File: src/rtl/core/box_track_clip_and_contain_defines.svh
// Assertion macros for the box track clip and contain block.
// Each macro expects clk and arst_n in the scope where it is used.
`ifndef BOX_TRACK_CLIP_AND_CONTAIN_DEFINES_SVH
`define BOX_TRACK_CLIP_AND_CONTAIN_DEFINES_SVH

`ifndef ASSERT_OFF
// Antecedent holds at an edge, so the consequent must hold at the same edge
`define BCTC_ASSERT_IMPLY(lbl, ante, cons) \
	lbl: assert property (@(posedge clk) disable iff (!arst_n) (ante) |-> (cons)) \
		else $error("bctc assertion failed");
// Condition must never hold
`define BCTC_ASSERT_NEVER(lbl, cond) \
	lbl: assert property (@(posedge clk) disable iff (!arst_n) !(cond)) \
		else $error("bctc assertion failed");
`else
`define BCTC_ASSERT_IMPLY(lbl, ante, cons)
`define BCTC_ASSERT_NEVER(lbl, cond)
`endif

`endif

File: src/rtl/core/bctc_div.sv
// ----------------------------------------------------------------------------
// bctc_div
// Pipelined restoring divider, one quotient bit per stage, with a sideband
// that travels alongside each item. Numerator must be below den << QB.
// ----------------------------------------------------------------------------
`default_nettype none

module bctc_div #(
	parameter int NW     = 54,
	parameter int DENW   = 27,
	parameter int QB     = 27,
	parameter int SIDE_W = 8
) (
	input  wire logic              clk,
	input  wire logic              arst_n,
	input  wire logic              en,
	input  wire logic              in_valid,
	input  wire logic [NW-1:0]     in_num,
	input  wire logic [DENW-1:0]   in_den,
	input  wire logic [SIDE_W-1:0] in_side,
	output logic                   out_valid,
	output logic [QB-1:0]          out_quo,
	output logic [SIDE_W-1:0]      out_side
);

	logic              vld_s  [QB];
	logic [NW-1:0]     rem_s  [QB];
	logic [DENW-1:0]   den_s  [QB];
	logic [QB-1:0]     quo_s  [QB];
	logic [SIDE_W-1:0] side_s [QB];

	for (genvar k = 0; k < QB; k++) begin : g_stage
		logic              vld_i;
		logic [NW-1:0]     rem_i;
		logic [DENW-1:0]   den_i;
		logic [QB-1:0]     quo_i;
		logic [SIDE_W-1:0] side_i;
		logic [NW-1:0]     dsh;
		logic              ge;

		if (k == 0) begin : g_first
			assign vld_i  = in_valid;
			assign rem_i  = in_num;
			assign den_i  = in_den;
			assign quo_i  = '0;
			assign side_i = in_side;
		end else begin : g_next
			assign vld_i  = vld_s[k-1];
			assign rem_i  = rem_s[k-1];
			assign den_i  = den_s[k-1];
			assign quo_i  = quo_s[k-1];
			assign side_i = side_s[k-1];
		end

		// trial subtract of the shifted divisor
		assign dsh = NW'(den_i) << (QB - 1 - k);
		assign ge  = (rem_i >= dsh);

		always_ff @(posedge clk or negedge arst_n) begin
			if (!arst_n) begin
				vld_s[k] <= 1'b0;
			end else if (en) begin
				vld_s[k] <= vld_i;
			end
		end

		always_ff @(posedge clk) begin
			if (en) begin
				rem_s[k]  <= ge ? (rem_i - dsh) : rem_i;
				quo_s[k]  <= ge ? (quo_i | (QB'(1) << (QB - 1 - k))) : quo_i;
				den_s[k]  <= den_i;
				side_s[k] <= side_i;
			end
		end
	end

	assign out_valid = vld_s[QB-1];
	assign out_quo   = quo_s[QB-1];
	assign out_side  = side_s[QB-1];

endmodule

`default_nettype wire
File: config.mk
export PLATFORM = sky130hd
export DESIGN_NAME = bctc_div
export DESIGN_NICKNAME = d
export VERILOG_FILES = /design/src/rtl/core/box_track_clip_and_contain_defines.svh /design/src/rtl/core/bctc_div.sv
export SDC_FILE = /design/constraint.sdc
export NUM_CORES = 2
export LEC_CHECK = 0
export BUFFER_PORTS_ARGS = -buffer_cell sky130_fd_sc_hd__buf_2
export CAP_MARGIN = 10
export CORE_MARGIN = 4
export CORE_UTILIZATION = 42
export CTS_BUF_LIST = sky130_fd_sc_hd__clkbuf_4 sky130_fd_sc_hd__clkbuf_8
export CTS_CLUSTER_SIZE = 16
export DETAILED_ROUTE_END_ITERATION = 10
export GPL_TIMING_DRIVEN = 1
export PLACE_DENSITY = 0.67
export RECOVER_POWER = 25
export SYNTH_ARGS = -nofsm -noshare
export SYNTH_HDL_FRONTEND = slang
export SYNTH_SLANG_ARGS = --single-unit
File: constraint.sdc
create_clock -name clk -period 3.7 [get_ports clk]
set_input_delay 0.925 -clock clk [delete_from_list [all_inputs] [get_ports clk]]
set_output_delay 0.925 -clock clk [all_outputs]
set_load 0.005 [all_outputs]
==> flow_metrics.tcl <==
set metrics [dict create \
    crit_type "reg -> reg" \
    start_util_pct 42.3 \
    grt_max_degree 105 \
    period_minus_slack_ns 3.94 \
    violations "setup timing" \
    setup-violations-final 14 \
    drtIter0Drc 4698 \
    final_cells 17400 \
    drc 0 \
    hold_depth 2 \
    synth_cells 11200 \
    final_common_cell "edfxtp_1" \
    dp.final_hpwl_um 233000 \
    power_mw 117 \
    reg2reg_slack_ns -0.24 \
    rows 208 \
    worst_slack_ns -0.238 \
    min_delay_worst_endpoint "rem_s[0][46]" \
    clock_latency_ns 1.10 \
    placedCellCount 16500 \
    layout_common_cells "2700 x edfxtp_1, 1033 x buf_4, 941 x inv_1, 817 x a21oi_1, 724 x nand2_1" \
    startpoint "rem_s[5][111]" \
    ys_warn_count 0 \
    gp_congestion 0.939 \
    synth-main-ff-cell "edfxtp_1" \
    clockRootBuffer "clkbuf_8" \
    status "finished, violations left" \
    yosysSeqAreaShare_pct 59.9 \
    skew_ns 0.133 \
    synth.avg_cell_area_um2 12.1 \
    cts_buffer_depth 4 \
    power_density_mw_per_mm2 721 \
    p_leak_nw 63.7 \
    synth_top_family_by_area "compound AO/OA/AOI/OAI gates" \
    via_per_inst 5.23 \
    cts_made_buffers 451 \
    slew_headroom_pct 29.2 \
    hold_violations 0 \
    r2r_cells 15 \
    fin_nets 13600 \
    cp_max_fo 4 \
    slowest_stage "or4_4" \
    routed_wl_um 310000 \
    end_kind "flip-flop" \
    avgRoutedWirePerCell_um 17.8 \
    drive_above_1_share_pct 18.9 \
    synth-edff-count 2700 \
    hp-class "in -> reg" \
    core_mm2 0.322 \
    htree_levels 5 \
    tritoncts "yes" \
    synth.distinct_cells 91 \
    synth.ff_latch_count 2727 \
    min_period_over_period_pct 106 \
    rsz0062_at_grt "true" \
    async_flop_share_pct 0.990 \
    port_buffers 128 \
    synth-simple-area-share_pct 10.6 \
    cp.arrival_ns 4.73 \
    holdWs_ns 0.144 \
    ys_top_cells_by_area "edfxtp_1 59%, ha_1 6.7%, xnor2_1 3.3%" \
    yosys.area.top_type "edfxtp_1" \
    drv_slew 0 \
    ant_nets 0 \
    post-place-ws_ns -0.612 \
    synthMuxAreaShare_pct 1.46 \
    syn_nets 12100 \
    synth_area_mm2 0.136 \
    grt_usage_pct 18.0 \
    cts.sinks 2727 \
    vias 91200 \
    max_slew.worst_pin.slew_ns 1.04 \
    grt_pass1_vias 94200 \
    fmax_mhz 254 \
    cp-start-kind "flip-flop" \
    die_h_um 578 \
    syn2layout_area_growth_pct 19.1 \
    clkTransAtPathRegs_ns 0.06 \
    finalCoreUtilization_pct 50.4 \
    die_area_mm2 0.334 \
    antenna_found_initial 7 \
    die_w_um 578 \
    fillers 27800 \
    reg2reg_from "rem_s[5][111]" \
    synth_fa_ha_area_share_pct 7.07 \
    grt_overflow 0 \
    cap_violations 0 \
    synth-compound-area-share_pct 11.8 \
    grt_first_pass_wirelength_um 483000 \
    synthDominantCellAreaShare_pct 59.5 \
    min-delay-start "in_num[46]" \
    ir_worst_vdd_mv 0.407 \
    r2r_end "rem_s[5][209]" \
    worst_ep_required_time_ns 4.49 \
    cp_cell_sequence "inv_1, ha_2, inv_2, fa_2, a21o_1, a221o_1, o311ai_2, buf_4, a31oi_4, a2111o_1, a21oi_2, o41ai_2, or4_4, nor4_4, xor2_1" \
    critical_path.max_stage_delay_ns 0.51 \
    firstDrtPassIters 6 \
    synthXorXnorAreaFrac_pct 5.86 \
    ios 129 \
]
[logic make-up (layout without fill, tap and decap cells)]
| kind of cell | Yosys count | count (layout) |
|---|---|---|
| mux | 177 | 177 |
| buf+inv | 1178 | 3073 |
| xor+xnor | 912 | 912 |
| other cells | 0 | 11 |
| compound gates | 2580 | 2580 |
| fa+ha+maj | 755 | 755 |
| simple gates | 2908 | 2908 |
| flops | 2727 | 2727 |
[synth_stat cells, drive strengths merged, types with 112 or more instances]
| cell | count |
|---|---|
| nand2b | 132 |
| nor4 | 205 |
| xnor2 | 519 |
| nand2 | 731 |
| nor2 | 725 |
| nand3 | 178 |
| inv | 952 |
| o21a | 112 |
| a21oi | 849 |
| a21o | 375 |
| mux2 | 172 |
| o21ai | 603 |
| nor3 | 239 |
| ha | 729 |
| edfxtp | 2700 |
| nand4 | 141 |
| xor2 | 393 |
| clkbuf | 195 |
[critical path, delay by kind of cell, from the launching register on]
| family | cells | cell delay, ns |
|---|---|---|
| AO/OA/AOI/OAI | 7 | 1.66 |
| flip-flops | 1 | 0.38 |
| AND/OR/NAND/NOR | 2 | 0.69 |
| XOR/XNOR | 1 | 0.10 |
| adder cells (fa/ha/maj) | 2 | 0.52 |
| buffers and inverters | 3 | 0.29 |
[area by class of cell]
| type | count | area (um2) | share of cell area (%) |
|---|---|---|---|
| clock buffer | 599 | 7360 | 4.53 |
| clock inverter | 205 | 1410 | 0.869 |
| timing repair buffer | 1315 | 10600 | 6.54 |
| sequential | 2727 | 81800 | 50.3 |
| antenna | 11 | 27.5 | 0.0169 |
| tap | 4305 | 5390 | 3.32 |
| multi-input combinational | 7332 | 52300 | 32.2 |
| inverter | 954 | 3580 | 2.21 |
[worst max-delay path by stage]
stage | endpoint | slack, ns | cells past startpoint
after floorplan | rem_s[4][203] | 0.007 | 14
after global placement | rem_s[4][138] | -0.64 | 18
after detailed placement | rem_s[4][138] | -0.61 | 18
after CTS | rem_s[5][209] | -0.26 | 15
after global routing | rem_s[5][209] | -0.36 | 15
final | rem_s[5][209] | -0.24 | 15
[routing by layer]
metal,vias to the layer above,share of wire (%),wire [um],GRT usage [%]
met4,4,7.5,23200,11.9
met1,43200,34,106000,16.7
met2,2012,55,170000,36.0
met3,1010,3.4,10700,2.57
li1,44900,-,-,-
met5,-,0.0077,24,0
[per-stage QoR]
| step | setup TNS, ns | instance area [um2] |
|---|---|---|
| 2_1_floorplan | 0 | 136000 |
| 3_3_place_gp | -55.86 | 150000 |
| 3_5_place_dp | -59.90 | 150000 |
| 4_1_cts | -2.08 | 161000 |
| 5_1_grt | -5.36 | 162000 |
| 6_report | -1.85 | 162000 |
[power by group]
part	switching [mW]	internal (mW)
clock	11.9	14.0
combinational	24.1	20.8
sequential	3.85	42.4
[timing repair]
action / 4_1_cts / 5_1_grt
hold buffers: 62 / 0
endpoints found under the hold margin: 88 / 0
cloned: 2 / 5
setup buffers: 23 / 54
resized for setup: 164 / 283
endpoints found under the setup margin: 334 / 531
pin swaps: 43 / 129
[sequential cells by signal, indices dropped and copies added (netlist names)]
name	count
out_valid	1
quo_s	378
rem_s	1404
g_stage.vld_i	26
side_s	216
den_s	702
No activity file was read; power rests on OpenSTA's default activity.
